File: src/hdl/gppe_pkg.sv
package gppe_pkg;

    // Grid defaults
    localparam int GRID_X_DEF = 64;
    localparam int GRID_Y_DEF = 64;
    localparam int GRID_Z_DEF = 64;

    // Field widths
    localparam int KIND_W  = 3;
    localparam int POS_W   = 6;
    localparam int CNT_W   = 16;
    localparam int MASK_W  = 6;
    localparam int CFG_W   = 32;
    localparam int CIDX_W  = 3;
    localparam int WGT_W   = 63;
    localparam int IDX_W   = 23;
    localparam int PROD_W  = 48;
    localparam int RX_W    = 5;
    localparam int IN_DATA_W  = 120;
    localparam int OUT_DATA_W = 88;

    localparam logic [WGT_W-1:0] WGT_MAX = {WGT_W{1'b1}};

    // Job queue
    localparam int Q_DEPTH = 2;
    localparam int Q_PTR_W = 1;

    // Request kinds
    localparam logic [KIND_W-1:0] KIND_INIT = 3'd0;
    localparam logic [KIND_W-1:0] KIND_ALL  = 3'd1;
    localparam logic [KIND_W-1:0] KIND_ADP  = 3'd2;
    localparam logic [KIND_W-1:0] KIND_ATP  = 3'd3;
    localparam logic [KIND_W-1:0] KIND_E    = 3'd4;

    // Configuration register indexes
    localparam logic [CIDX_W-1:0] CFG_RATE_ADP  = 3'd0;
    localparam logic [CIDX_W-1:0] CFG_RATE_MEM  = 3'd1;
    localparam logic [CIDX_W-1:0] CFG_RATE_COOP = 3'd2;
    localparam logic [CIDX_W-1:0] CFG_RATE_EB   = 3'd3;
    localparam logic [CIDX_W-1:0] CFG_RATE_DER  = 3'd4;
    localparam logic [CIDX_W-1:0] CFG_DIFF      = 3'd5;
    localparam logic [CIDX_W-1:0] CFG_INV_VOL   = 3'd6;

    // Reaction numbers
    localparam logic [RX_W-1:0] RX_ADP_ATP  = 5'd0;
    localparam logic [RX_W-1:0] RX_DE_REL   = 5'd1;
    localparam logic [RX_W-1:0] RX_ATP_D    = 5'd2;
    localparam logic [RX_W-1:0] RX_E_D      = 5'd3;
    localparam logic [RX_W-1:0] RX_DIFF_ADP = 5'd4;
    localparam logic [RX_W-1:0] RX_DIFF_ATP = 5'd10;
    localparam logic [RX_W-1:0] RX_DIFF_E   = 5'd16;

    typedef struct packed {
        logic [CFG_W-1:0] rate_adp;
        logic [CFG_W-1:0] rate_mem;
        logic [CFG_W-1:0] rate_coop;
        logic [CFG_W-1:0] rate_eb;
        logic [CFG_W-1:0] rate_der;
        logic [CFG_W-1:0] diff;
        logic [CFG_W-1:0] inv_vol;
    } cfg_t;

    typedef struct packed {
        logic [KIND_W-1:0] req_type;
        logic [POS_W-1:0]  pos_x;
        logic [POS_W-1:0]  pos_y;
        logic [POS_W-1:0]  pos_z;
        logic [CNT_W-1:0]  count_adp;
        logic [CNT_W-1:0]  count_atp;
        logic [CNT_W-1:0]  count_e;
        logic [CNT_W-1:0]  count_d;
        logic [CNT_W-1:0]  count_de;
        logic [CNT_W-1:0]  membrane_amount;
        logic [MASK_W-1:0] neighbor_inside;
    } item_t;

    // One classified point, ready for emission
    typedef struct packed {
        logic [KIND_W-1:0] kind;
        logic              mem_nz;
        logic [MASK_W-1:0] mask;
        logic [IDX_W-1:0]  cell_idx;
        logic [PROD_W-1:0] p_adp;
        logic [PROD_W-1:0] p_de;
        logic [PROD_W-1:0] d_adp;
        logic [PROD_W-1:0] d_atp;
        logic [PROD_W-1:0] d_e;
        logic [WGT_W-1:0]  w_atpd;
        logic [WGT_W-1:0]  w_ed;
    } job_t;

endpackage

File: src/hdl/gppe_queue.sv
module gppe_queue
    import gppe_pkg::*;
(
    input  logic aclk,
    input  logic aresetn,
    input  logic push,
    input  job_t push_job,
    output logic full,
    input  logic pop,
    output logic head_valid,
    output job_t head_job
);

    job_t               slots_reg [Q_DEPTH];
    logic [Q_PTR_W-1:0] wr_ptr_reg;
    logic [Q_PTR_W-1:0] rd_ptr_reg;
    logic [Q_PTR_W:0]   count_reg;

    assign full       = (count_reg == (Q_PTR_W+1)'(Q_DEPTH));
    assign head_valid = (count_reg != '0);
    assign head_job   = slots_reg[rd_ptr_reg];

    // Store pushed jobs
    always_ff @(posedge aclk) begin
        if (push) begin
            slots_reg[wr_ptr_reg] <= push_job;
        end
    end

    // Advance pointers and count
    always_ff @(posedge aclk) begin
        if (!aresetn) begin
            wr_ptr_reg <= '0;
            rd_ptr_reg <= '0;
            count_reg  <= '0;
        end else begin
            if (push) begin
                wr_ptr_reg <= wr_ptr_reg + 1'b1;
            end
            if (pop) begin
                rd_ptr_reg <= rd_ptr_reg + 1'b1;
            end
            if (push && !pop) begin
                count_reg <= count_reg + 1'b1;
            end else if (pop && !push) begin
                count_reg <= count_reg - 1'b1;
            end
        end
    end

endmodule

File: config.mk
export PLATFORM = sky130hd
export DESIGN_NAME = gppe_queue
export DESIGN_NICKNAME = d
export VERILOG_FILES = /design/src/hdl/gppe_pkg.sv /design/src/hdl/gppe_queue.sv
export SDC_FILE = /design/constraint.sdc
export NUM_CORES = 1
export LEC_CHECK = 0
export ABC_AREA = 1
export BUFFER_PORTS_ARGS = -buffer_cell sky130_fd_sc_hd__buf_2
export CAP_MARGIN = 20
export CORE_AREA = 2 2 375 229
export CTS_CLUSTER_DIAMETER = 50
export CTS_CLUSTER_SIZE = 24
export DETAILED_ROUTE_END_ITERATION = 10
export DIE_AREA = 0 0 377 231
export SYNTH_ARGS = -nofsm -noshare
export SYNTH_HDL_FRONTEND = slang
export SYNTH_SLANG_ARGS = --single-unit
export TNS_END_PERCENT = 10
File: constraint.sdc
create_clock -name aclk -period 31.5 [get_ports aclk]
set_input_delay 7.875 -clock aclk [delete_from_list [all_inputs] [get_ports aclk]]
set_output_delay 7.875 -clock aclk [all_outputs]
set_load 0.05 [all_outputs]
Yosys cells after proc, flatten, opt, wreduce, memory -nomap -nowiden
Memories as Yosys holds them, arrays and structs flattened. A register that Yosys moved wholly into a read port is not among the register bits.
Cells that the tools add are included.
{"block": "word_totals", "elab_cells": 21, "input_bits": 403, "mem_count": 1, "register_bits": 4, "ram_bits": 798, "output_inout_bits": 401}
{"block": "classes", "n_reduce_logical": 6, "n_mux": 6, "addsub": 4, "eq_ne": 1}
{"name": "slots_reg", "depth": 2, "width": 399, "read_ports": 1, "rd_clocked_by_memory_dff": 1, "write_ports": 1, "line": "gppe_queue.sv:14", "source": "job_t slots_reg [Q_DEPTH];"}
{"cell": "1-bit 2-to-1 mux", "count": 4}
{"cell": "2-bit 2-to-1 mux", "count": 2}
{"cell": "2-bit nonzero test", "count": 2}
{"cell": "1-bit adder (second input constant)", "count": 2}
{"cell": "2-bit by 1-bit adder with 2-bit output (second input constant)", "count": 1}
{"cell": "2-bit equality test (second input constant)", "count": 1}
{"cell": "1-bit logical AND", "count": 2}
{"cell": "1-bit logical NOT", "count": 2}
{"cell": "2-bit by 1-bit subtractor with 2-bit output (second input constant)", "count": 1}

Logic depth before layout (Yosys ltp)
Gate-level depths: netlist (run 1).
{"block": "depth", "ltp_word": 4, "depth_mapped": 8, "ltp_nobuf": 8}

Worst setup path before layout (run 1)
No wires, ideal clock.
{"block": "synth_path", "path_type": "input-to-reg", "from": "in push", "to": "mem slots_reg[0][0] (netlist bit) (enable)", "cell_stages": 2, "path_buffers": 0, "setup_ps": 1181, "t_arrival_ps": 24574, "required_time_ps": 30319, "setup_slack_ps": 5745, "cell_sequence": "inv_1 > nor2_1"}
{"block": "synth_between", "elab_chain_len": 2}
{"item": "from (decl)", "line": "gppe_queue.sv:6", "source": "input logic push,"}
{"item": "1-bit 2-to-1 mux", "line": "gppe_queue.sv:25", "source": "if (push) begin"}
{"item": "1-bit 2-to-1 mux (not written as such)", "line": "gppe_queue.sv:26", "source": "slots_reg[wr_ptr_reg] <= push_job;"}
{"item": "to (decl)", "line": "gppe_queue.sv:14"}
Every way passes these cells.

==> flow_metrics.tcl, run 1 <==
set metrics [dict create \
    holdCritStartpoint "rd_ptr_reg" \
    highest_layer "met5" \
    slew_violations 0 \
    crit-reg2reg-launch "wr_ptr_reg" \
    die_h_um 231 \
    critPathMaxFanout 73 \
    drv_cap 0 \
    place_ws_ns 19.49 \
    wl_per_cell_um 19.4 \
    critPathKind "register to output pin" \
    largest_reg_flops 798 \
    cts_max_path_buffers 3 \
    avgViaCountPerCell 4.50 \
    cp.arrival_ns 4.70 \
    tightest_slew_ns 1.10 \
    die_w_um 377 \
    met1_length_um 23600 \
    syn_area_um2 29000 \
    drive_gt1_share_pct 51.8 \
    wl_met2_um 33000 \
    fillerInstances 7403 \
    cts_hold_buf 0 \
    cp-end-kind "output pin" \
    p_leak_nw 13.3 \
    syn-num-nets 1680 \
    ff2ff_path_depth 4 \
    clock_sinks 803 \
    skew_ns 0.0159 \
    placed_cell_area_um2 34200 \
    outcome "completed" \
    wirelength_um 63500 \
    grt_pass1_wl_um 91100 \
    setup.worst_path.start_class "register" \
    port_buffers 803 \
    htree_num_levels 2 \
    hold-path-endpoint "rd_ptr_reg" \
    finalSetupTns_ns 0 \
    cts_buffers 54 \
    yosys_warnings 0 \
    post_cts_buffers 0 \
    worstSkewPairLatency_ns 0.62 \
    finalSetupViolations 0 \
    coreArea_um2 84100 \
    synth-seq-cells 803 \
    ioPinCount 804 \
    netlist_instances 1276 \
    synth.distinct_cells 15 \
    grt_pass1_vias 15269 \
    max-vdd-ir-drop_v 0.0000453 \
    wl_met3_um 5280 \
    finalCritPeriodShare_pct 39.9 \
    postRouteAntennaNets 0 \
    track_usage_pct 13.7 \
    drt_first_iter_violations 895 \
    grt_start_max_net_pins 127 \
    cp.required_ns 23.63 \
    final_cell_area_um2 36200 \
    grt.overflow.total 0 \
    start_util_pct 34.5 \
    rsz0062_at_grt "false" \
    drc_errors 0 \
    hp-class "register to register" \
    fmax_ghz 0.0795 \
    die_area_um2 87100 \
    r2r_slack_ns 27.97 \
    min_period_ns 12.57 \
    syn_avg_cell_area_um2 22.8 \
    reg2reg_to "slots_reg[1][221]" \
    cts-root-buf "clkbuf_16" \
    nets 2510 \
    p_total_w 0.00237 \
    cts.reportedPaths.clkPinSlew_ns 0.08 \
    antenna_found_initial 29 \
    rows 83 \
    cts_resized 0 \
    cts_tree "built" \
    first_pass_iters 5 \
    seq_area_frac_synth_pct 82.9 \
    fin_ws_ns 18.93 \
    area_delta_synth_final_pct 24.7 \
    whs_path_depth 2 \
    dp_hpwl_um 44200 \
    maxSlewHeadroom_pct 26.9 \
    power_density_nw_per_um2 65.3 \
    vias 14686 \
    gp_congestion 0.815 \
    hold_violations 0 \
    timing.hold.ws_ns 0.501 \
]
## synthesized netlist by cell type, drive strengths merged
cell / number / area [µm²]
edfxtp: 798 / 24000
mux2: 399 / 4490
buf: 44 / 360
nand2: 9 / 33.8
inv: 8 / 30.0
nor2: 8 / 30.0
dfxtp: 5 / 100
a21oi: 1 / 5.00
ha: 1 / 12.5
nand3: 1 / 5.00
nand4: 1 / 6.26
o21ai: 1 / 5.00
## layer usage
metal,track usage [%],up-vias
met1,15.3,7280
met2,24.7,510
met4,3.78,28
li1,-,6752
met3,4.69,116
met5,0,-
## worst max-delay path by stage
stage	from	to	slack [ns]	depth (start not counted)
3_3_place_gp	register	head_job[64]	19.59	5
6_report	register	head_job[218]	18.93	5
4_1_cts	register	head_job[218]	18.81	5
5_1_grt	register	head_job[317]	18.55	5
2_1_floorplan	push	slots_reg[0][0]	5.75	2
3_5_place_dp	register	head_job[218]	19.49	5
## report_power, final
group	switching, W	total (W)	internal (W)
clock network	0.000391	0.000767	0.000377
registers	0.0000139	0.00125	0.00124
logic	0.000258	0.000346	0.0000885
## layout make-up
class                      instances  area, µm²  area share [%]
sequential                       803      24100            66.5
clock buffer                      59       1390            3.84
inverter                           8       37.5           0.104
multi-input combinational        421       4600            12.7
tap                             1105       1380            3.82
clock inverter                    39        576            1.59
timing repair buffer             818       4130            11.4
antenna                           12       30.0          0.0829
## cell families (layout without fill, tap and decap cells)
| kind of cell | after synthesis | count (layout) | synth area share [%] |
|---|---|---|---|
| flops | 803 | 803 | 82.9 |
| mux | 399 | 399 | 15.5 |
| buf+inv | 52 | 924 | 1.34 |
| simple gates | 19 | 19 | 0.258 |
| compound gates | 2 | 2 | 0.0344 |
| fa+ha+maj | 1 | 1 | 0.0431 |
| other cells | 0 | 12 | 0 |
## layout by cell type, fill, tap and decap left out, types with 6 or more instances in the layout
master	n
buf_2	803
buf_4	15
clkbuf_16	55
clkinv_8	6
diode_2	12
edfxtp_1	798
inv_1	7
inv_8	7
mux2_1	200
mux2_2	199
nand2_1	9
nor2_1	7
## worst max-delay path, cell delays in order (launching register included)
cell and delay [ns]:
dfxtp_4 0.84, buf_4 0.85, buf_4 0.78, buf_4 0.80
mux2_1 0.41, buf_2 0.22
## through the flow
step | cells | utilization (%)
3_3_place_gp | 3155 | 40.7
4_1_cts | 3253 | 43.0
6_report | 3265 | 43.1
5_1_grt | 3261 | 43.0
2_1_floorplan | 1276 | -
3_5_place_dp | 3155 | 40.7
Power figures use the tool's default switching activity.
==> run 2, diff against run 1 <==
- ABC_AREA: 1 -> 0
- clock period: 31.5 -> 11.35 ns (I/O delays scaled with it)
==> run 2 against run 1 <==
  * Synthesized cell count shrank 1.0%
  * Area after synthesis is essentially flat
  * Global-route usage grew 0.24 points
  * Sequential share of layout area is essentially flat
  * Clock power grew to 2.7 times the previous value
  * Register-to-register slack lost 20 ns
==> flow_metrics.tcl, run 2 <==
set metrics [dict create \
    yosys_warnings 0 \
    max-vdd-ir-drop_v 0.000129 \
    rsz0062_at_grt "false" \
    cts-root-buf "clkbuf_16" \
    cp.arrival_ns 3.50 \
    die_w_um 377 \
    slew_violations 0 \
    critPathKind "register to output pin" \
    area_delta_synth_final_pct 24.7 \
    path_cells "buf_4 -> buf_12 -> mux2_2 -> buf_2" \
    track_usage_pct 13.9 \
    skew_ns 0.0179 \
    avgViaCountPerCell 4.51 \
    cts_max_path_buffers 3 \
    cpLargestDelayFamily "buffers and inverters" \
    htree_num_levels 2 \
    vias 14659 \
    outcome "completed" \
    p_leak_nw 13.3 \
    fillerInstances 7389 \
    die_area_um2 87100 \
    power_density_nw_per_um2 184 \
    wl_per_cell_um 19.8 \
    grt_pass1_vias 14977 \
    synth_area_leaders "edfxtp_1, mux2_1, mux2_2" \
    cts.reportedPaths.clkPinSlew_ns 0.09 \
    crit_buf_inv 3 \
    cts_resized 0 \
    synth-seq-cells 803 \
    ys.flop_type "edfxtp_1" \
    largest_reg_flops 798 \
    worstSkewPairLatency_ns 0.62 \
    synth.distinct_cells 18 \
    min_period_ns 6.34 \
    synth-async-reset-ratio_pct 0 \
    netlist_instances 1263 \
    setup.worst_path.start_class "register" \
    clock_sinks 803 \
    rows 83 \
    seqCellArea_um2 24100 \
    mostFrequentLayoutCells "buf_2, edfxtp_1, mux2_1, mux2_2, clkbuf_16" \
    hold_violations 0 \
    cts_hold_buf 0 \
    holdCritStartpoint "rd_ptr_reg" \
    yosys.area.top_type_share_pct 82.5 \
    syn_avg_cell_area_um2 23.0 \
    synth-edff-count 798 \
    crit-reg2reg-launch "wr_ptr_reg" \
    cp-end-kind "output pin" \
    final_common_cell "buf_2" \
    finalSetupViolations 0 \
    maxSlewHeadroom_pct 28.2 \
    grt_pass1_wl_um 92100 \
    p_total_w 0.00665 \
    drt_first_iter_violations 989 \
    tightest_slew_ns 1.08 \
    cts_buffers 54 \
    finalCritPeriodShare_pct 55.9 \
    placed_cell_area_um2 34200 \
    coreArea_um2 84100 \
    wirelength_um 64200 \
    syn_area_um2 29000 \
    start_util_pct 34.5 \
    fin_ws_ns 5.01 \
    ioPinCount 804 \
    seq_area_frac_synth_pct 82.9 \
    finalSetupTns_ns 0 \
    fmax_ghz 0.158 \
    grt.overflow.total 0 \
    syn-num-nets 1667 \
    hp-class "register to register" \
    synth_most_common_cell "edfxtp_1" \
    drv_cap 0 \
    cp_slowest_cell "dfxtp_4" \
    antenna_found_initial 27 \
    synth_commonest_cells "edfxtp_1, mux2_1, mux2_2, buf_6, buf_2" \
    max_stage_delay_ns 0.77 \
    multi_input_area_um2 4620 \
    synth_area_leader_cell "edfxtp_1" \
    die_h_um 231 \
    port_buffers 803 \
    gp_congestion 0.804 \
    nets 2492 \
    place_ws_ns 5.64 \
    drive_gt1_share_pct 52.2 \
    drc_errors 0 \
    post_cts_buffers 0 \
    cp.required_ns 8.51 \
    cts_tree "built" \
    timing.hold.ws_ns 0.572 \
    dp_hpwl_um 44000 \
    first_pass_iters 4 \
    final_cell_area_um2 36200 \
    grt_start_max_net_pins 161 \
    postRouteAntennaNets 0 \
    critPathMaxFanout 157 \
]
run 2: power breakdown:
part	internal, W	switching (W)	total (W)
Clock	0.00101	0.00110	0.00210
Sequential	0.00343	0.0000394	0.00347
Combinational	0.000281	0.000798	0.00108
run 2: kinds of logic (layout without fill, tap and decap cells):
group                      Yosys count  count (layout)  share of synthesized area, %
AOI/OAI and AO/OA                    3               3                        0.0690
xor gates and xnor gates             3               3                        0.0905
adders and majority gates            1               1                        0.0431
buffers and inverters               45             913                          1.25
DFF                                803             803                          82.9
muxes                              399             399                          15.5
other                                0              11                             0
and+or+nand+nor                      9               9                         0.194
run 2: worst paths after layout:
kind,cells after the start,endpoint,slack [ns]
worst max register to register,3,slots_reg[1][233],8.28
worst max-delay path,4,head_job[10],5.01
worst min-delay path,2,register,0.57
worst min register to register,2,register,0.57
run 2: final cells by class:
cell class | instances | share of cell area (%)
Clock buffer | 58 | 3.95
Timing Repair Buffer | 813 | 11.5
Tap cell | 1105 | 3.82
Sequential cell | 803 | 66.5
Antenna cell | 11 | 0.0760
Inverter | 1 | 0.0104
Clock inverter | 41 | 1.40
Multi-Input combinational cell | 415 | 12.8
run 2: stage by stage:
stage | instances | utilization (%)
after CTS | 3236 | 43.0
after global placement | 3137 | 40.7
after detailed placement | 3137 | 40.7
after floorplan | 1263 | -
final | 3247 | 43.0
after global routing | 3244 | 43.0
run 2: routing by layer:
| metal | track usage [%] | vias up | routed length [µm] |
|---|---|---|---|
| li1 | - | 6730 | - |
| met1 | 15.6 | 7283 | 23900 |
| met2 | 25.1 | 497 | 33700 |
| met3 | 4.46 | 121 | 4860 |
| met4 | 4.43 | 28 | 1540 |
| met5 | 0 | - | 193 |
run 2: tightest hold or removal path: cells and delay by family, from the launching register on:
| family | cells | cell delay (ns) |
|---|---|---|
| xor+xnor | 1 | 0.07 |
| simple gates | 1 | 0.15 |
| flops | 1 | 0.33 |
