--- config.mk ---
export PLATFORM = sky130hd
export DESIGN_NAME = gppe_back
export DESIGN_NICKNAME = d
export VERILOG_FILES = /design/src/hdl/gppe_pkg.sv /design/src/hdl/gppe_back.sv
export SDC_FILE = /design/constraint.sdc
export NUM_CORES = 1
export LEC_CHECK = 0
export ABC_CLOCK_PERIOD_IN_PS = 6750
export BUFFER_PORTS_ARGS = -buffer_cell sky130_fd_sc_hd__buf_4
export CORE_AREA = 2 2 191 193
export CTS_CLUSTER_DIAMETER = 60
export DETAILED_ROUTE_END_ITERATION = 6
export DIE_AREA = 0 0 193 195
export GPL_TIMING_DRIVEN = 0
export PLACE_DENSITY_LB_ADDON = 0.12
export SLEW_MARGIN = 10
export SYNTH_ARGS = -nofsm -noshare
export SYNTH_HDL_FRONTEND = slang
export SYNTH_SLANG_ARGS = --single-unit
--- constraint.sdc ---
create_clock -name aclk -period 6.75 [get_ports aclk]
set_input_delay 1.0125 -clock aclk [delete_from_list [all_inputs] [get_ports aclk]]
set_output_delay 1.0125 -clock aclk [all_outputs]
set_load 0.01 [all_outputs]
--- src/hdl/gppe_pkg.sv ---
package gppe_pkg;

    // Grid defaults
    localparam int GRID_X_DEF = 64;
    localparam int GRID_Y_DEF = 64;
    localparam int GRID_Z_DEF = 64;

    // Field widths
    localparam int KIND_W  = 3;
    localparam int POS_W   = 6;
    localparam int CNT_W   = 16;
    localparam int MASK_W  = 6;
    localparam int CFG_W   = 32;
    localparam int CIDX_W  = 3;
    localparam int WGT_W   = 63;
    localparam int IDX_W   = 23;
    localparam int PROD_W  = 48;
    localparam int RX_W    = 5;
    localparam int IN_DATA_W  = 120;
    localparam int OUT_DATA_W = 88;

    localparam logic [WGT_W-1:0] WGT_MAX = {WGT_W{1'b1}};

    // Job queue
    localparam int Q_DEPTH = 2;
    localparam int Q_PTR_W = 1;

    // Request kinds
    localparam logic [KIND_W-1:0] KIND_INIT = 3'd0;
    localparam logic [KIND_W-1:0] KIND_ALL  = 3'd1;
    localparam logic [KIND_W-1:0] KIND_ADP  = 3'd2;
    localparam logic [KIND_W-1:0] KIND_ATP  = 3'd3;
    localparam logic [KIND_W-1:0] KIND_E    = 3'd4;

    // Configuration register indexes
    localparam logic [CIDX_W-1:0] CFG_RATE_ADP  = 3'd0;
    localparam logic [CIDX_W-1:0] CFG_RATE_MEM  = 3'd1;
    localparam logic [CIDX_W-1:0] CFG_RATE_COOP = 3'd2;
    localparam logic [CIDX_W-1:0] CFG_RATE_EB   = 3'd3;
    localparam logic [CIDX_W-1:0] CFG_RATE_DER  = 3'd4;
    localparam logic [CIDX_W-1:0] CFG_DIFF      = 3'd5;
    localparam logic [CIDX_W-1:0] CFG_INV_VOL   = 3'd6;

    // Reaction numbers
    localparam logic [RX_W-1:0] RX_ADP_ATP  = 5'd0;
    localparam logic [RX_W-1:0] RX_DE_REL   = 5'd1;
    localparam logic [RX_W-1:0] RX_ATP_D    = 5'd2;
    localparam logic [RX_W-1:0] RX_E_D      = 5'd3;
    localparam logic [RX_W-1:0] RX_DIFF_ADP = 5'd4;
    localparam logic [RX_W-1:0] RX_DIFF_ATP = 5'd10;
    localparam logic [RX_W-1:0] RX_DIFF_E   = 5'd16;

    typedef struct packed {
        logic [CFG_W-1:0] rate_adp;
        logic [CFG_W-1:0] rate_mem;
        logic [CFG_W-1:0] rate_coop;
        logic [CFG_W-1:0] rate_eb;
        logic [CFG_W-1:0] rate_der;
        logic [CFG_W-1:0] diff;
        logic [CFG_W-1:0] inv_vol;
    } cfg_t;

    typedef struct packed {
        logic [KIND_W-1:0] req_type;
        logic [POS_W-1:0]  pos_x;
        logic [POS_W-1:0]  pos_y;
        logic [POS_W-1:0]  pos_z;
        logic [CNT_W-1:0]  count_adp;
        logic [CNT_W-1:0]  count_atp;
        logic [CNT_W-1:0]  count_e;
        logic [CNT_W-1:0]  count_d;
        logic [CNT_W-1:0]  count_de;
        logic [CNT_W-1:0]  membrane_amount;
        logic [MASK_W-1:0] neighbor_inside;
    } item_t;

    // One classified point, ready for emission
    typedef struct packed {
        logic [KIND_W-1:0] kind;
        logic              mem_nz;
        logic [MASK_W-1:0] mask;
        logic [IDX_W-1:0]  cell_idx;
        logic [PROD_W-1:0] p_adp;
        logic [PROD_W-1:0] p_de;
        logic [PROD_W-1:0] d_adp;
        logic [PROD_W-1:0] d_atp;
        logic [PROD_W-1:0] d_e;
        logic [WGT_W-1:0]  w_atpd;
        logic [WGT_W-1:0]  w_ed;
    } job_t;

endpackage

--- src/hdl/gppe_back.sv ---
module gppe_back
    import gppe_pkg::*;
#(
    parameter int GRID_X = GRID_X_DEF,
    parameter int GRID_Y = GRID_Y_DEF,
    parameter int GRID_Z = GRID_Z_DEF
) (
    input  logic                  aclk,
    input  logic                  aresetn,
    input  logic                  head_valid,
    input  job_t                  head_job,
    output logic                  pop,
    output logic                  m_tvalid,
    input  logic                  m_tready,
    output logic [OUT_DATA_W-1:0] m_tdata,
    output logic                  m_tlast
);

    localparam logic [IDX_W-1:0] CELLS_LO = IDX_W'(GRID_X * GRID_Y * GRID_Z);

    localparam logic [2:0] ST_RX0   = 3'd0;
    localparam logic [2:0] ST_ATPD  = 3'd1;
    localparam logic [2:0] ST_ED    = 3'd2;
    localparam logic [2:0] ST_DEREL = 3'd3;
    localparam logic [2:0] ST_DIFF  = 3'd4;

    localparam logic [1:0] SP_ADP = 2'd0;
    localparam logic [1:0] SP_ATP = 2'd1;
    localparam logic [1:0] SP_E   = 2'd2;

    logic [2:0]        stage_reg, stage_next;
    logic [2:0]        dir_reg, dir_next;
    logic [1:0]        sp_reg, sp_next;
    logic              m_tvalid_reg;
    logic [WGT_W-1:0]  m_weight_reg;
    logic [IDX_W-1:0]  m_index_reg;
    logic              m_tlast_reg;

    logic              emit;
    logic              has_mem;
    logic [1:0]        nsp;
    logic              has_diff;
    logic [MASK_W-1:0] above;
    logic              has_above;
    logic [2:0]        first_dir, above_dir;
    logic [1:0]        species;
    logic [WGT_W-1:0]  cur_weight;
    logic [RX_W-1:0]   cur_rx;
    logic              last;

    function automatic logic [2:0] lowest_set(input logic [MASK_W-1:0] m);
        logic [2:0] r;
        r = '0;
        for (int i = MASK_W - 1; i >= 0; i--) begin
            if (m[i]) begin
                r = 3'(i);
            end
        end
        return r;
    endfunction

    assign emit = head_valid && (!m_tvalid_reg || m_tready);
    assign pop  = emit && last;

    // Classify the head job
    always_comb begin
        has_mem = head_job.mem_nz || (head_job.kind == KIND_INIT);
        case (head_job.kind)
            KIND_INIT, KIND_ALL:       nsp = 2'd3;
            KIND_ADP, KIND_ATP, KIND_E: nsp = 2'd1;
            default:                   nsp = 2'd0;
        endcase
        has_diff  = (head_job.mask != '0) && (nsp != 2'd0);
        first_dir = lowest_set(head_job.mask);
        for (int i = 0; i < MASK_W; i++) begin
            above[i] = head_job.mask[i] && (3'(i) > dir_reg);
        end
        has_above = (above != '0);
        above_dir = lowest_set(above);
    end

    // Pick species for the current diffusion slot
    always_comb begin
        case (head_job.kind)
            KIND_INIT: species = (sp_reg == 2'd0) ? SP_ATP :
                                 (sp_reg == 2'd1) ? SP_ADP : SP_E;
            KIND_ALL:  species = (sp_reg == 2'd0) ? SP_ADP :
                                 (sp_reg == 2'd1) ? SP_ATP : SP_E;
            KIND_ADP:  species = SP_ADP;
            KIND_ATP:  species = SP_ATP;
            default:   species = SP_E;
        endcase
    end

    // Current result
    always_comb begin
        cur_weight = '0;
        cur_rx     = RX_ADP_ATP;
        case (stage_reg)
            ST_RX0: begin
                cur_weight = WGT_W'({head_job.p_adp, 8'h00});
                cur_rx     = RX_ADP_ATP;
            end
            ST_ATPD: begin
                cur_weight = head_job.mem_nz ? head_job.w_atpd : '0;
                cur_rx     = RX_ATP_D;
            end
            ST_ED: begin
                cur_weight = head_job.mem_nz ? head_job.w_ed : '0;
                cur_rx     = RX_E_D;
            end
            ST_DEREL: begin
                cur_weight = head_job.mem_nz ? WGT_W'({head_job.p_de, 8'h00}) : '0;
                cur_rx     = RX_DE_REL;
            end
            ST_DIFF: begin
                case (species)
                    SP_ADP: begin
                        cur_weight = WGT_W'({head_job.d_adp, 8'h00});
                        cur_rx     = RX_DIFF_ADP + RX_W'(dir_reg);
                    end
                    SP_ATP: begin
                        cur_weight = WGT_W'({head_job.d_atp, 8'h00});
                        cur_rx     = RX_DIFF_ATP + RX_W'(dir_reg);
                    end
                    default: begin
                        cur_weight = WGT_W'({head_job.d_e, 8'h00});
                        cur_rx     = RX_DIFF_E + RX_W'(dir_reg);
                    end
                endcase
            end
            default: begin
                cur_weight = '0;
                cur_rx     = RX_ADP_ATP;
            end
        endcase
    end

    // Next position in the emission order
    always_comb begin
        stage_next = ST_RX0;
        dir_next   = first_dir;
        sp_next    = '0;
        last       = 1'b0;
        case (stage_reg)
            ST_RX0: begin
                if (has_mem) begin
                    stage_next = ST_ATPD;
                end else if (has_diff) begin
                    stage_next = ST_DIFF;
                end else begin
                    last = 1'b1;
                end
            end
            ST_ATPD:  stage_next = ST_ED;
            ST_ED:    stage_next = ST_DEREL;
            ST_DEREL: begin
                if (has_diff) begin
                    stage_next = ST_DIFF;
                end else begin
                    last = 1'b1;
                end
            end
            ST_DIFF: begin
                if (sp_reg != nsp - 2'd1) begin
                    stage_next = ST_DIFF;
                    dir_next   = dir_reg;
                    sp_next    = sp_reg + 2'd1;
                end else if (has_above) begin
                    stage_next = ST_DIFF;
                    dir_next   = above_dir;
                end else begin
                    last = 1'b1;
                end
            end
            default: last = 1'b1;
        endcase
    end

    // Advance the position on each emitted transaction
    always_ff @(posedge aclk) begin
        if (!aresetn) begin
            stage_reg <= ST_RX0;
            dir_reg   <= '0;
            sp_reg    <= '0;
        end else if (emit) begin
            stage_reg <= last ? ST_RX0 : stage_next;
            dir_reg   <= dir_next;
            sp_reg    <= sp_next;
        end
    end

    // Output register
    always_ff @(posedge aclk) begin
        if (!aresetn) begin
            m_tvalid_reg <= 1'b0;
        end else if (emit) begin
            m_tvalid_reg <= 1'b1;
        end else if (m_tready) begin
            m_tvalid_reg <= 1'b0;
        end
    end

    always_ff @(posedge aclk) begin
        if (emit) begin
            m_weight_reg <= cur_weight;
            m_index_reg  <= IDX_W'(IDX_W'(cur_rx) * CELLS_LO) + head_job.cell_idx;
            m_tlast_reg  <= last;
        end
    end

    assign m_tvalid = m_tvalid_reg;
    assign m_tdata  = {2'b00, m_index_reg, m_weight_reg};
    assign m_tlast  = m_tlast_reg;

endmodule

# ---- After elaboration in Yosys (flattened, before gate mapping)
# Cells that the tools add are included.
dict set report word_totals {
  ff_bits 96
  in_bits 403
  output_inout_bits 91
  wordCells 98
}
dict set report op_classes {
  addsub 6
  magnitude_cmp 6
  n_eq_ne 12
  mux 43
  reduce_logical 24
}
# cell count
set op_table {}
lappend op_table {{63-bit case mux with 5 select lines} 1}
lappend op_table {{63-bit two-way mux} 2}
lappend op_table {{56-bit case mux with 2 select lines} 1}
lappend op_table {{3-bit two-way mux} 20}
lappend op_table {{56-bit two-way mux} 1}
lappend op_table {{23-bit adder} 1}
lappend op_table {{5-bit case mux with 4 select lines} 1}
lappend op_table {{3-bit case mux with 5 select lines} 1}
lappend op_table {{3-bit by 2-bit == test with 1-bit output, second input constant} 4}
lappend op_table {{2-bit two-way mux} 6}
lappend op_table {{6-bit nonzero test} 2}
lappend op_table {{5-bit case mux with 2 select lines} 1}
lappend op_table {{1-bit logical AND} 9}
lappend op_table {{2-bit case mux with 4 select lines} 1}
lappend op_table {{3-bit by 1-bit == test with 1-bit output, second input constant} 2}
lappend op_table {{3-bit == test, second input constant} 2}
lappend op_table {{1-bit by 3-bit greater-than comparator with 1-bit output, first input constant} 2}
lappend op_table {{2-bit by 3-bit greater-than comparator with 1-bit output, first input constant} 2}
lappend op_table {{3-bit greater-than comparator, first input constant} 2}
lappend op_table {{3-bit zero test} 2}
lappend op_table {{1-bit two-way mux} 6}
lappend op_table {{4-bit by 3-bit adder with 5-bit output, first input constant} 1}
lappend op_table {{5-bit by 3-bit adder with 5-bit output, first input constant} 1}
lappend op_table {{3-bit by 3-bit adder with 4-bit output, first input constant} 1}
lappend op_table {{14 further kinds} 19}

# ---- Logic depth before layout (Yosys ltp)
dict set report depth {
  ltp_word 11
  mapped_depth 14
  depth_no_buf 13
}

# ---- Worst setup path after synthesis
# No wires, ideal clock.
dict set report synth_timing {
  kind {input to output}
  from {input port m_tready}
  to {output port pop}
  arrival_time_ps 3386
  required_ps 5738
  slack_ps 2351
  stages 4
  path_buffers 0
  path_cell_list {nand2b_1 -> nand2_1 -> inv_1 -> and2_1}
}
dict set report synth_between {
  elab_chain_len 3
}
# item line_no
set synth_rtl {}
lappend synth_rtl {{start: declaration} gppe_back.sv:14} ;# input logic m_tready,
lappend synth_rtl {{1-bit logical OR} gppe_back.sv:62} ;# assign emit = head_valid && (!m_tvalid_reg || m_tready);
lappend synth_rtl {{1-bit logical AND} gppe_back.sv:62}
lappend synth_rtl {{via emit} gppe_back.sv:39} ;# logic emit;
lappend synth_rtl {{1-bit logical AND} gppe_back.sv:63} ;# assign pop = emit && last;
lappend synth_rtl {{end: declaration} gppe_back.sv:12} ;# output logic pop,
# The timed path passes the listed nets, and every way through them passes these cells.

# ---- Worst setup path in the final report
dict set report layout_timing {
  from {register dir_reg[2]}
  to {output port pop}
}
dict set report layout_between {
  elab_chain_len 7
  elab_cells_between_ends 17
  classes_between {6 x order compare; 3 x mux; 8 x reduce/logical}
}
# item line_no
set layout_rtl {}
lappend layout_rtl {{start: declaration} gppe_back.sv:32} ;# logic [2:0] dir_reg, dir_next;
lappend layout_rtl {{start signal: assignment} gppe_back.sv:188} ;# dir_reg <= dir_next;
lappend layout_rtl {{1-bit by 3-bit greater-than comparator with 1-bit output (tied with other cells)} gppe_back.sv:76} ;# above[i] = head_job.mask[i] && (3'(i) > dir_reg);
lappend layout_rtl {{1-bit logical AND} gppe_back.sv:76}
lappend layout_rtl {{6-bit nonzero test (*)} gppe_back.sv:78} ;# has_above = (above != '0);
lappend layout_rtl {{1-bit two-way mux (*)} gppe_back.sv:169} ;# end else if (has_above) begin
lappend layout_rtl {{1-bit two-way mux (*)} gppe_back.sv:165} ;# if (sp_reg != nsp - 2'd1) begin
lappend layout_rtl {{1-bit case mux with 4 select lines (*)} gppe_back.sv:145} ;# case (stage_reg)
lappend layout_rtl {{via last} gppe_back.sv:49} ;# logic last;
lappend layout_rtl {{1-bit logical AND (*)} gppe_back.sv:63}
# The timed path passes the listed nets; every way through them passes the cells marked *.

==> flow_summary.toml <==
[synthesis]
post_synthesis_cell_area_mm2 = 0.00641
synth.top_cell.area_share_pct = 40.8
synth.largest_area_cell = "edfxtp_1"
netlist-cell-type-count = 54
synth_common_cells = "edfxtp_1, a22oi_1, nand2_1"
synthArstFlopShare_pct = 0
netlist_instances = 611
synth_area_per_cell_um2 = 10.5
number_of_synthesized_flops_with_an_enable_pin = 87
post-synth-top-count-cell = "edfxtp_1"
ys_ff_latch = 96
netlist_top_cells_area = "edfxtp_1, mux2_2, a22oi_1, a22o_1, o221ai_1"
synth_ff_type = "edfxtp_1"
synth_sequential_area_ratio_pct = 43.6
synth_warnings = 0

[critical_path]
start_kind = "flop"
cp_data_required_time_ps = 5740
worst-r2r-cell-count = 13
timing.critical_path.depth = 9
critical_path.cell_chain = "inv_2 > ha_1 > nor2b_1 > o221ai_2 > nand2_2 > o41ai_1 > a22o_2 > and2_1 > buf_4"
critPathArrivalTime_ps = 2630
setup.worst_path.end_class = "primary output"
critical_path_cell_with_the_highest_stage_delay = "dfxtp_1"
crit_buf_inv = 2
critPathMaxStageDelay_ps = 570
criticalPathCategory = "reg2out"
crit_path_max_fanout = 10
crit_family = "compound AO/OA/AOI/OAI gates"

[clock_network]
cts_max_level = 3
cts-buffers-inserted = 9
cts.path.max_buffers = 2
path_clk_slew_ps = 80
worstSkewPairLatency_ps = 370
clk_root_buffer_cell = "clkbuf_16"
number_of_buffers_added_for_setup_after_cts = 0
cts_tree = "done"
post_cts_gate_resize_count = 0
ctsHoldBuffers = 0
clkSinkCount = 96

[power_and_ir_drop]
switching_share_pct = 31.7
power_switching_mw = 0.612
p_int_mw = 1.32
finalPower_mw = 1.93
power.share.clock_pct = 26.9
power.density_cell_area_mw_per_mm2 = 176
power.combinational.fraction_pct = 34.9
seqPwrFrac_pct = 38.2
peak_supply_drop_mv = 0.111
power_leakage_nw = 4.73

[die]
chip_height_um = 195
fp.dieArea_mm2 = 0.0376
initial_standard_cell_utilization_of_the_core_pct = 18.1
number_of_placement_rows = 69
core_mm2 = 0.0354
fp.dieW_um = 193
pin_count = 494

[placement]
dp_slack_ps = 2840
place_congestion = 0.816
postPlaceCellArea_mm2 = 0.0107
port_buffers = 491
dp_hpwl_um = 29200

[sta]
post-route-min-period_ps = 3640
post-route-period-util_pct = 53.9
timing_hold_violations_final = 0
finalSetupViolations = 0
maxSlewHeadroom_pct = 42.8
unrepaired_setup_endpoints_after_global_routing = "false"
slew_violations = 0
fin_skew_ps = 15.0
finalSetupTns_ps = 0
timing.fmax_mhz = 275
timing.final.ws_setup_ps = 3110
tightestPinTransition_ps = 858

[global_routing]
first_global_vias = 7548
number_of_antenna_violations_at_the_first_check_in_global_routing = 0
globalRouteTotalUtil_pct = 18.0
grt_pass1_wl_um = 49100
grt.overflow.total = 0
pin_count_of_the_biggest_net_entering_global_routing = 57

[cells_and_area]
fin_nets = 1529
area_growth_syn_to_layout_pct = 71.5
finish.utilization_pct = 31.0
layout.cell_area.non_filler_mm2 = 0.0110
largest_register_ffs = 63
drive_above_1_share_pct = 54.1
diodes = 0

[route]
drcViolationCount = 0
drt-vias-per-instance = 4.51
ant_nets_after_route = 0
dr_iter_0_viols = 346
post_drt_wl_per_cell_um = 22.6
drt_first_pass_iters = 4
total_length_of_routed_wires_um = 35800
dr_total_vias = 7138

[flow_run]
maxcap_viol_count = 0

[worst_hold_path]
hold-path-cell-count = 2
hold_wc_path_type = "reg2reg"

[status]
status = "finished, final reports clean"
## cells in the final DEF, fill, tap and decap left out, types with 3 or more instances in the layout
cell,Yosys,layout
buf_4,5,496
edfxtp_1,87,87
a22oi_1,64,64
nand2_1,56,56
a21oi_1,54,54
mux2_2,49,49
a22o_1,48,48
o221ai_1,38,38
clkbuf_1,34,35
nor2_1,27,27
buf_2,15,15
nand2b_1,13,13
inv_1,12,11
o221ai_2,11,11
a21oi_2,10,10
ha_1,10,10
o21ai_0,9,9
clkbuf_16,0,9
dfxtp_1,9,9
nor2b_1,6,6
nor3_1,5,5
xnor2_1,5,5
o21a_1,3,3
inv_6,0,3
## per-layer routing
layer	GRT usage (%)	wire, um	vias up
met3	4.39	2920	18
met2	32.8	18200	326
met4	3.73	390	0
met5	0	0	-
met1	21.4	14300	3367
li1	-	-	3427
## path summary, 6_finish.rpt
| path | start | to | slack (ps) |
|---|---|---|---|
| worst max-delay path | dir_reg[2] | pop | 3110 |
| worst min-delay path | m_tvalid | m_tvalid | 530 |
| worst max register to register | sp_reg[0] | m_index_reg[22] | 3370 |
| worst min register to register | m_tvalid | m_tvalid | 530 |
## worst register-to-register path: cells and delay by family, from the launching register on
family	cells	cell delay, ps
xor+xnor	2	330
simple gates	3	520
flops	1	430
compound gates	3	480
buf+inv	3	850
fa+ha+maj	2	530
## logic make-up after synthesis
family / Yosys count / share of synthesized area (%)
flops: 96 / 43.6
other cells: 1 / 0.0585
compound gates: 255 / 31.0
fa+ha+maj: 11 / 2.27
simple gates: 121 / 8.54
buf+inv: 70 / 4.80
xor+xnor: 6 / 0.820
mux: 51 / 8.93
## metrics by stage
stage,hold WS [ps],std cells
floorplan,524,612
global placement,505,1564
detailed placement,520,1565
CTS,532,1581
global route,572,1581
finish,526,1581
## power by group through the flow
stage	sequential (mW)	combinational, mW	clock, mW
5_1_grt	0.743	0.734	0.560
3_3_place_gp	0.753	0.683	0
4_1_cts	0.737	0.687	0.544
6_report	0.737	0.674	0.518
3_5_place_dp	0.751	0.685	0
2_1_floorplan	0.777	0.268	0
## final cells by class
| type | count | area, um2 |
|---|---|---|
| Tap cell | 461 | 577 |
| Clock inverter | 6 | 50.0 |
| Inverter | 13 | 53.8 |
| Fill cell | 3832 | 24400 |
| Timing Repair Buffer | 492 | 3710 |
| Multi-Input combinational cell | 446 | 3310 |
| Sequential cell | 96 | 2790 |
| Clock buffer | 10 | 229 |
| Buffer | 57 | 259 |
No activity file was read; power rests on OpenSTA's default activity.
