File: src/hdl/gppe_pkg.sv
package gppe_pkg;

    // Grid defaults
    localparam int GRID_X_DEF = 64;
    localparam int GRID_Y_DEF = 64;
    localparam int GRID_Z_DEF = 64;

    // Field widths
    localparam int KIND_W  = 3;
    localparam int POS_W   = 6;
    localparam int CNT_W   = 16;
    localparam int MASK_W  = 6;
    localparam int CFG_W   = 32;
    localparam int CIDX_W  = 3;
    localparam int WGT_W   = 63;
    localparam int IDX_W   = 23;
    localparam int PROD_W  = 48;
    localparam int RX_W    = 5;
    localparam int IN_DATA_W  = 120;
    localparam int OUT_DATA_W = 88;

    localparam logic [WGT_W-1:0] WGT_MAX = {WGT_W{1'b1}};

    // Job queue
    localparam int Q_DEPTH = 2;
    localparam int Q_PTR_W = 1;

    // Request kinds
    localparam logic [KIND_W-1:0] KIND_INIT = 3'd0;
    localparam logic [KIND_W-1:0] KIND_ALL  = 3'd1;
    localparam logic [KIND_W-1:0] KIND_ADP  = 3'd2;
    localparam logic [KIND_W-1:0] KIND_ATP  = 3'd3;
    localparam logic [KIND_W-1:0] KIND_E    = 3'd4;

    // Configuration register indexes
    localparam logic [CIDX_W-1:0] CFG_RATE_ADP  = 3'd0;
    localparam logic [CIDX_W-1:0] CFG_RATE_MEM  = 3'd1;
    localparam logic [CIDX_W-1:0] CFG_RATE_COOP = 3'd2;
    localparam logic [CIDX_W-1:0] CFG_RATE_EB   = 3'd3;
    localparam logic [CIDX_W-1:0] CFG_RATE_DER  = 3'd4;
    localparam logic [CIDX_W-1:0] CFG_DIFF      = 3'd5;
    localparam logic [CIDX_W-1:0] CFG_INV_VOL   = 3'd6;

    // Reaction numbers
    localparam logic [RX_W-1:0] RX_ADP_ATP  = 5'd0;
    localparam logic [RX_W-1:0] RX_DE_REL   = 5'd1;
    localparam logic [RX_W-1:0] RX_ATP_D    = 5'd2;
    localparam logic [RX_W-1:0] RX_E_D      = 5'd3;
    localparam logic [RX_W-1:0] RX_DIFF_ADP = 5'd4;
    localparam logic [RX_W-1:0] RX_DIFF_ATP = 5'd10;
    localparam logic [RX_W-1:0] RX_DIFF_E   = 5'd16;

    typedef struct packed {
        logic [CFG_W-1:0] rate_adp;
        logic [CFG_W-1:0] rate_mem;
        logic [CFG_W-1:0] rate_coop;
        logic [CFG_W-1:0] rate_eb;
        logic [CFG_W-1:0] rate_der;
        logic [CFG_W-1:0] diff;
        logic [CFG_W-1:0] inv_vol;
    } cfg_t;

    typedef struct packed {
        logic [KIND_W-1:0] req_type;
        logic [POS_W-1:0]  pos_x;
        logic [POS_W-1:0]  pos_y;
        logic [POS_W-1:0]  pos_z;
        logic [CNT_W-1:0]  count_adp;
        logic [CNT_W-1:0]  count_atp;
        logic [CNT_W-1:0]  count_e;
        logic [CNT_W-1:0]  count_d;
        logic [CNT_W-1:0]  count_de;
        logic [CNT_W-1:0]  membrane_amount;
        logic [MASK_W-1:0] neighbor_inside;
    } item_t;

    // One classified point, ready for emission
    typedef struct packed {
        logic [KIND_W-1:0] kind;
        logic              mem_nz;
        logic [MASK_W-1:0] mask;
        logic [IDX_W-1:0]  cell_idx;
        logic [PROD_W-1:0] p_adp;
        logic [PROD_W-1:0] p_de;
        logic [PROD_W-1:0] d_adp;
        logic [PROD_W-1:0] d_atp;
        logic [PROD_W-1:0] d_e;
        logic [WGT_W-1:0]  w_atpd;
        logic [WGT_W-1:0]  w_ed;
    } job_t;

endpackage

File: src/hdl/gppe_front.sv
module gppe_front
    import gppe_pkg::*;
#(
    parameter int GRID_Y = GRID_Y_DEF,
    parameter int GRID_Z = GRID_Z_DEF
) (
    input  logic  aclk,
    input  logic  aresetn,
    input  cfg_t  cfg,
    input  logic  in_valid,
    output logic  in_ready,
    input  item_t in_item,
    output logic  push,
    output job_t  push_job,
    input  logic  q_full
);

    // Schedule of the shared multiplier: each step issues one product and writes back the product of the step before
    localparam logic [4:0] S_ADP_RX = 5'd0;
    localparam logic [4:0] S_DE_REL = 5'd1;
    localparam logic [4:0] S_D_ADP  = 5'd2;
    localparam logic [4:0] S_D_ATP  = 5'd3;
    localparam logic [4:0] S_D_E    = 5'd4;
    localparam logic [4:0] S_MEM    = 5'd5;
    localparam logic [4:0] S_COOP   = 5'd6;
    localparam logic [4:0] S_T      = 5'd7;
    localparam logic [4:0] S_U      = 5'd8;
    localparam logic [4:0] S_ST00   = 5'd9;
    localparam logic [4:0] S_V0     = 5'd10;
    localparam logic [4:0] S_ST01   = 5'd11;
    localparam logic [4:0] S_V1     = 5'd12;
    localparam logic [4:0] S_ST10   = 5'd13;
    localparam logic [4:0] S_ST11   = 5'd14;
    localparam logic [4:0] S_ED0    = 5'd15;
    localparam logic [4:0] S_ED1    = 5'd16;
    localparam logic [4:0] S_WB_END = 5'd17;
    localparam logic [4:0] S_PUSH   = 5'd18;

    logic              in_valid_reg;
    item_t             in_reg;
    logic              busy_reg;
    logic [4:0]        step_reg;
    item_t             work_reg;
    logic [IDX_W-1:0]  cell_reg;
    logic [63:0]       prod_reg;
    logic [PROD_W-1:0] p_adp_reg, p_de_reg, d_adp_reg, d_atp_reg, d_e_reg;
    logic [PROD_W-1:0] a_reg, t_reg, u_reg;
    logic [57:0]       s_reg;
    logic [63:0]       v_reg;
    logic [105:0]      acc_st_reg;
    logic [95:0]       acc_ed_reg;
    logic [31:0]       op_a, op_b;
    logic [16:0]       sum_dde;
    logic [IDX_W-1:0]  cell_next;
    logic              done_push;
    logic              start;

    assign in_ready  = !in_valid_reg;
    assign done_push = busy_reg && (step_reg == S_PUSH) && !q_full;
    assign start     = in_valid_reg && (!busy_reg || done_push);
    assign push      = done_push;
    assign sum_dde   = {1'b0, work_reg.count_d} + {1'b0, work_reg.count_de};

    // Flat cell index, modulo the index width
    assign cell_next = (IDX_W'(in_reg.pos_x) * IDX_W'(GRID_Y) + IDX_W'(in_reg.pos_y))
                       * IDX_W'(GRID_Z) + IDX_W'(in_reg.pos_z);

    // Hold one incoming transaction while the sequencer works
    always_ff @(posedge aclk) begin
        if (!aresetn) begin
            in_valid_reg <= 1'b0;
        end else if (in_valid && in_ready) begin
            in_valid_reg <= 1'b1;
        end else if (start) begin
            in_valid_reg <= 1'b0;
        end
    end

    always_ff @(posedge aclk) begin
        if (in_valid && in_ready) begin
            in_reg <= in_item;
        end
    end

    // Step the sequencer
    always_ff @(posedge aclk) begin
        if (!aresetn) begin
            busy_reg <= 1'b0;
            step_reg <= S_ADP_RX;
        end else if (start) begin
            busy_reg <= 1'b1;
            step_reg <= S_ADP_RX;
        end else if (done_push) begin
            busy_reg <= 1'b0;
        end else if (busy_reg && step_reg != S_PUSH) begin
            step_reg <= step_reg + 5'd1;
        end
    end

    // Select multiplier operands
    always_comb begin
        op_a = '0;
        op_b = '0;
        case (step_reg)
            S_ADP_RX: begin op_a = cfg.rate_adp;  op_b = 32'(work_reg.count_adp); end
            S_DE_REL: begin op_a = cfg.rate_der;  op_b = 32'(work_reg.count_de); end
            S_D_ADP:  begin op_a = cfg.diff;      op_b = 32'(work_reg.count_adp); end
            S_D_ATP:  begin op_a = cfg.diff;      op_b = 32'(work_reg.count_atp); end
            S_D_E:    begin op_a = cfg.diff;      op_b = 32'(work_reg.count_e); end
            S_MEM:    begin op_a = cfg.rate_mem;  op_b = 32'(work_reg.membrane_amount); end
            S_COOP:   begin op_a = cfg.rate_coop; op_b = 32'(sum_dde); end
            S_T:      begin op_a = cfg.inv_vol;   op_b = 32'(work_reg.count_atp); end
            S_U:      begin op_a = cfg.rate_eb;   op_b = 32'(work_reg.count_d); end
            S_ST00:   begin op_a = s_reg[31:0];   op_b = t_reg[31:0]; end
            S_V0:     begin op_a = u_reg[31:0];   op_b = 32'(work_reg.count_e); end
            S_ST01:   begin op_a = s_reg[31:0];   op_b = 32'(t_reg[47:32]); end
            S_V1:     begin op_a = 32'(u_reg[47:32]); op_b = 32'(work_reg.count_e); end
            S_ST10:   begin op_a = 32'(s_reg[57:32]); op_b = t_reg[31:0]; end
            S_ST11:   begin op_a = 32'(s_reg[57:32]); op_b = 32'(t_reg[47:32]); end
            S_ED0:    begin op_a = v_reg[31:0];   op_b = cfg.inv_vol; end
            S_ED1:    begin op_a = v_reg[63:32];  op_b = cfg.inv_vol; end
            default:  begin op_a = '0;            op_b = '0; end
        endcase
    end

    // Multiply, then write back the previous step's product
    always_ff @(posedge aclk) begin
        prod_reg <= op_a * op_b;
        if (start) begin
            work_reg <= in_reg;
            cell_reg <= cell_next;
        end
        if (busy_reg) begin
            case (step_reg)
                S_DE_REL: p_adp_reg  <= prod_reg[PROD_W-1:0];
                S_D_ADP:  p_de_reg   <= prod_reg[PROD_W-1:0];
                S_D_ATP:  d_adp_reg  <= prod_reg[PROD_W-1:0];
                S_D_E:    d_atp_reg  <= prod_reg[PROD_W-1:0];
                S_MEM:    d_e_reg    <= prod_reg[PROD_W-1:0];
                S_COOP:   a_reg      <= prod_reg[PROD_W-1:0];
                S_T:      s_reg      <= 58'(a_reg) + 58'({prod_reg[48:0], 8'h00});
                S_U:      t_reg      <= prod_reg[PROD_W-1:0];
                S_ST00:   u_reg      <= prod_reg[PROD_W-1:0];
                S_V0:     acc_st_reg <= 106'(prod_reg);
                S_ST01:   v_reg      <= prod_reg;
                S_V1:     acc_st_reg <= acc_st_reg + 106'({prod_reg, 32'h0});
                S_ST10:   v_reg      <= v_reg + {prod_reg[31:0], 32'h0};
                S_ST11:   acc_st_reg <= acc_st_reg + 106'({prod_reg, 32'h0});
                S_ED0:    acc_st_reg <= acc_st_reg + 106'({prod_reg, 64'h0});
                S_ED1:    acc_ed_reg <= 96'(prod_reg);
                S_WB_END: acc_ed_reg <= acc_ed_reg + 96'({prod_reg, 32'h0});
                default: ;
            endcase
        end
    end

    // Assemble the job, saturating the two long products
    always_comb begin
        push_job.kind     = work_reg.req_type;
        push_job.mem_nz   = (work_reg.membrane_amount != '0);
        push_job.mask     = work_reg.neighbor_inside;
        push_job.cell_idx = cell_reg;
        push_job.p_adp    = p_adp_reg;
        push_job.p_de     = p_de_reg;
        push_job.d_adp    = d_adp_reg;
        push_job.d_atp    = d_atp_reg;
        push_job.d_e      = d_e_reg;
        push_job.w_atpd   = (acc_st_reg[105:79] != '0) ? WGT_MAX : acc_st_reg[78:16];
        push_job.w_ed     = (acc_ed_reg[95:71] != '0) ? WGT_MAX : acc_ed_reg[70:8];
    end

endmodule

File: config.mk
export PLATFORM = sky130hd
export DESIGN_NAME = gppe_front
export DESIGN_NICKNAME = d
export VERILOG_FILES = /design/src/hdl/gppe_pkg.sv /design/src/hdl/gppe_front.sv
export SDC_FILE = /design/constraint.sdc
export NUM_CORES = 2
export LEC_CHECK = 0
export BUFFER_PORTS_ARGS = -buffer_cell sky130_fd_sc_hd__buf_2
export CORE_MARGIN = 3
export CORE_UTILIZATION = 45
export CTS_CLUSTER_SIZE = 10
export DETAILED_ROUTE_END_ITERATION = 8
export GPL_TIMING_DRIVEN = 0
export PLACE_DENSITY = 0.67
export SYNTH_ARGS = -nofsm -noshare
export SYNTH_HDL_FRONTEND = slang
export SYNTH_SLANG_ARGS = --single-unit
File: constraint.sdc
create_clock -name aclk -period 9.9 [get_ports aclk]
set_input_delay 0.495 -clock aclk [delete_from_list [all_inputs] [get_ports aclk]]
set_output_delay 0.495 -clock aclk [all_outputs]
set_load 0.02 [all_outputs]
# Word-level counts from Yosys, hierarchy flattened
# Index checks and enable logic that the tools add are counted.
[classes]
n_reduce_logical = 42
n_mux = 11
eq_ne = 19
n_mul = 1
addsub = 9
n_bitwise = 2
[ops]
columns = ["op", "count"]
rows = [
  ["32-bit one-hot mux with 13 select lines", 1],
  ["32-bit one-hot mux with 10 select lines", 1],
  ["106-bit one-hot mux with 3 select lines", 1],
  ["96-bit one-hot mux with 2 select lines", 1],
  ["64-bit one-hot mux with 2 select lines", 1],
  ["63-bit 2-to-1 mux", 2],
  ["106-bit adder", 1],
  ["106-bit by 96-bit adder with 106-bit output", 1],
  ["96-bit adder", 1],
  ["64-bit adder", 1],
  ["32-bit by 32-bit multiplier with 64-bit output", 1],
  ["48-bit by 57-bit adder with 58-bit output", 1],
  ["5-bit by 4-bit equality test with 1-bit output, second input constant", 8],
  ["27-bit nonzero test", 1],
  ["2-bit AND reduction", 13],
  ["25-bit nonzero test", 1],
  ["19-bit by 6-bit adder with 20-bit output", 1],
  ["5-bit by 3-bit equality test with 1-bit output, second input constant", 4],
  ["2-bit OR reduction", 9],
  ["16-bit by 16-bit adder with 17-bit output", 1],
  ["16-bit nonzero test", 1],
  ["5-bit equality test, second input constant", 3],
  ["12-bit by 6-bit adder with 13-bit output", 1],
  ["5-bit by 2-bit equality test with 1-bit output, second input constant", 2],
  ["12 further kinds", 26],
]
[word_totals]
word_cells = 120
out_inout_bits = 401
inputBits = 351
regBits = 1030

# Logic depth before layout (Yosys ltp)
[depth]
word_depth = 7
depth_mapped = 41
ltp_nobuf = 38

# Worst setup path before layout
# Ideal clock, no wire load.
[synth_timing]
kind = "register to register"
startpoint = "reg step_reg[0]"
endpoint = "reg prod_reg[57]"
setup_slack_ns = 0.738
n_path_buf = 6
setup_time_ns = 0.072
t_arrival_ns = 9.090
t_required_ns = 9.828
stages_incl_launch_ff = 37
period_less_slack_ns = 9.162
path_cell_list = "dfxtp_1 > ha_1 > clkbuf_1 > and3_1 > ha_1 > clkbuf_1 > clkbuf_1 > buf_1 > a22oi_1 > nand3_1 > a21oi_1 > a21oi_1 > clkbuf_1 > nand2_1 > fa_1 > inv_1 > fa_1 > inv_1 > fa_1 > fa_1 > inv_1 > fa_1 > fa_1 > fa_1 > fa_1 > ha_1 > clkbuf_1 > a211oi_1 > o21bai_1 > a21o_1 > a221oi_1 > and2_1 > o31ai_2 > a221oi_1 > nor2_1 > a311oi_1 > xnor2_1"
[synth_via]
elab_chain_len = 4
elab_cells_between_ends = 29
classes_between = "mul: 1; eq/ne: 16; mux: 2; reduce/logical: 10"
[synth_rtl]
columns = ["item", "line_no", "text"]
rows = [
  ["from (decl)", "gppe_front.sv:42", "logic [4:0] step_reg;"],
  ["from (signal assigned)", "gppe_front.sv:96", "step_reg <= step_reg + 5'd1;"],
  ["5-bit by 3-bit equality test with 1-bit output (tied with other cells)", "gppe_front.sv:104", "case (step_reg)"],
  ["3-bit OR reduction (no source line) / 2-bit OR reduction (equally long branches)", "--", ""],
  ["32-bit one-hot mux with 13 select lines / 32-bit one-hot mux with 10 select lines (equally long branches)", "gppe_front.sv:104", ""],
  ["32-bit by 32-bit multiplier with 64-bit output (*)", "gppe_front.sv:128", "prod_reg <= op_a * op_b;"],
  ["to (signal assigned)", "gppe_front.sv:128", ""],
  ["to (decl)", "gppe_front.sv:45", "logic [63:0] prod_reg;"],
]
# Mark *: on every way between the ends. The rest lies on a longest branch, timed or not.
# A chain may end at the register's enable or synchronous reset.

# Final worst setup path
[layout_timing]
startpoint = "reg work_reg[38] (netlist bit)"
endpoint = "reg prod_reg[56]"
[layout_via]
elab_chain_len = 3
[layout_rtl]
columns = ["item", "line_no", "text"]
rows = [
  ["from (decl)", "gppe_front.sv:43", "item_t work_reg;"],
  ["from (signal assigned)", "gppe_front.sv:130", "work_reg <= in_reg;"],
  ["16-bit by 16-bit adder with 17-bit output", "gppe_front.sv:62", "assign sum_dde = {1'b0, work_reg.count_d} + {1'b0, work_reg.count_de};"],
  ["32-bit one-hot mux with 10 select lines (*)", "gppe_front.sv:104", ""],
  ["32-bit by 32-bit multiplier with 64-bit output (*)", "gppe_front.sv:128", ""],
]
# Marks and branches as above.

==> impl_metrics.yaml <==
placement:
  detailed_placer_s_ending_hpwl_um: 303300
  gp_routability_congestion: 1.098
  dp_slack_ns: -4.501
  numPortBuffers: 746
  dp.cells: 11345
setup_path:
  crit_path_max_incr_delay_ns: 0.63
  crit_path_max_fanout: 10
  critPathRequiredTime_ns: 10.52
  crit_path_top_delay_cell: "sky130_fd_sc_hd__o31ai_4"
  crit_path_start_kind: "flop"
  worstSetupPathType: "reg2reg"
  timing.critical_path.to_type: "flop"
  path_common_cell: "sky130_fd_sc_hd__fa_1"
  timing.critical_path.arrival_ns: 10.64
clock_tree:
  htreeDepth: 3
  clk_sinks: 1001
  clkSlewWorstSetupHoldPaths_ns: 0.06
  clock_tree_from_tritoncts: "done"
  clk_path_buf_depth: 3
  cts_inserted_buffers: 119
  cts-root-buf: "sky130_fd_sc_hd__clkbuf_16"
  insertion_delay_ns: 0.82
sta:
  setup_tns_ns: -0.2848
  fin_crit_ns: 10.03
  report.final.setup_viol: 6
  fin_crit_sh_pct: 101.3
  max_clock_freq_mhz: 99.74
  timing.slew.headroom_pct: 20.99
  whs_ns: 0.04456
  report.final.slew_viol_count: 0
  finalWorstSetupSlack_ns: -0.1263
  rsz0062_at_grt: "true"
  final-hold-violation-count: 0
  final.setup_skew_ns: 0.1091
  worst_pin_slew_ns: 1.185
synth:
  proportion_of_register_bits_with_asynchronous_set_or_reset_after_synthesis_pct: 0
  post_synth_instance_area_sq_mm: 0.08325
  number_of_flip_flops_and_latches_in_the_synthesized_netlist: 1001
  yosys.area.top_type: "sky130_fd_sc_hd__edfxtp_1"
  yosys_most_used_dff: "sky130_fd_sc_hd__edfxtp_1"
  yosys.area.top_type_share_pct: 33.54
  synth_enable_flop_cells: 930
  post_synth_inst_count: 8059
  ys.warnings.count: 0
  synth-seq-area-share_pct: 35.25
  avgSynthCellArea_sq_um: 10.33
  synth_cell_type_count: 100
  synth.area.top_cells: "sky130_fd_sc_hd__edfxtp_1 (34%), sky130_fd_sc_hd__fa_1 (22%), sky130_fd_sc_hd__ha_1 (7.9%)"
routing:
  drcViolationCount: 0
  drtAntennaViolNets: 0
  drt-total-wl_um: 392100
  detail_route.iter0.violations: 9645
  routed-via-count: 72292
  post_drt_wl_per_cell_um: 33.26
  via_per_inst: 6.133
  detail_route.first_pass.iterations: 9
finish:
  layout.cells.most_common: "sky130_fd_sc_hd__nand2_1"
  post_route_cells_drive_above_1_share_pct: 18.67
  mostFrequentLayoutCells: "sky130_fd_sc_hd__nand2_1 (1,000), sky130_fd_sc_hd__inv_1 (996), sky130_fd_sc_hd__edfxtp_1 (930)"
  finish.net_count: 11004
  flip_flop_count_of_the_largest_register_after_layout: 123
  syn2layout_area_growth_pct: 20.43
  final-instance-count-excl-fill: 11788
global_routing:
  number_of_global_route_vias_before_repair: 71413
  grt_antenna_before_repair: 34
  residual_overflow_from_global_routing: 0
  grtUsageMet2_pct: 58.80
  globalRouteTotalUtil_pct: 40.45
  grt_start_max_net_pins: 59
  global_route_wire_length_before_repair_um: 541900
  grt.met1_usage_pct: 51.93
  globalRouteMet3Util_pct: 11.14
  grt_most_used_layer: "met2"
die:
  die_width_um: 436.1
  core.rowCount: 157
  floorplan.die.height_um: 436.1
  start_util_pct: 45.38
  i_o_pins: 752
  die_area_sq_mm: 0.1902
  core_box_area_sq_mm: 0.1835
flow_run:
  cap_viol_max_count: 0
status:
  status: "complete, but fails checks"
  violations: "setup timing"
worst_hold_path:
  timing.hold.worst.class: "in2reg"
[final timing paths]
kind         cells past startpoint    startpoint  slack, ns            to
max                             36  work_reg[38]      -0.13  prod_reg[56]
min                              2       aresetn       0.04      busy_reg
max reg2reg                     36  work_reg[38]      -0.13  prod_reg[56]
min reg2reg                      0    in_reg[22]       0.41  work_reg[22]
[cell families (layout without fill, tap and decap cells)]
| logic type | after synthesis | in the layout | share of synthesized area (%) |
|---|---|---|---|
| AOI/OAI and AO/OA | 1458 | 1458 | 11.81 |
| xor gates and xnor gates | 302 | 302 | 3.177 |
| adders and majority gates | 1425 | 1425 | 29.55 |
| buffers and inverters | 1432 | 2662 | 6.750 |
| DFF | 1001 | 1001 | 35.25 |
| muxes | 19 | 19 | 0.2344 |
| other | 1 | 36 | 0.004504 |
| and+or+nand+nor | 2421 | 2421 | 13.22 |
[metal layers]
layer,vias to the layer above,routed length [um]
met2,5138,165200
met4,6,36100
li1,29854,-
met5,-,39
met1,36007,142000
met3,1287,48830
[timing repair]
action	in CTS	in global routing
endpoints found under the hold margin	120	0
gates cloned	0	3
gates resized for setup	575	261
endpoints found under the setup margin	55	30
setup buffers	77	51
pin swaps	86	123
hold buffers	120	0
[worst max-delay path, delay by kind of cell, from the launching register on]
family	cells	cell delay (ns)
AO/OA/AOI/OAI	10	2.84
flip-flops	1	0.56
AND/OR/NAND/NOR	5	0.69
buffers and inverters	10	1.18
adder cells (fa/ha/maj)	11	4.55
[stage by stage]
step	cell area (sq um)	util (%)
after global routing	100200	54.62
after detailed placement	91630	49.94
final	100300	54.65
after CTS	98920	53.92
after floorplan	83270	-
after global placement	90080	49.10
[synthesized netlist by cell type (all sizes together) (108+ instances only)]
library cell and n:
and2 141, or3 143, edfxtp 930, a21o 160, buf 125, fa 902
nand3 153, nor2 534, nand2 1035, xor2 117, o21ai 299, clkbuf 300
xnor2 185, inv 1007, a21oi 352, ha 523, a22oi 135, nor3 108
[layout make-up]
cell class / count / area [sq um]
clock buffers: 158 / 3164
well taps: 2464 / 3083
plain buffers: 403 / 2843
repair buffers: 1066 / 7445
diodes: 31 / 77.57
fillers: 16177 / 83210
clock inverters: 28 / 326.6
inverters: 1007 / 3780
flip-flops and latches: 1001 / 29420
multi-input cells: 5630 / 50130
Power is not shown: default switching activity piles up to over one toggle a cycle in this logic, so the estimate is an artifact.
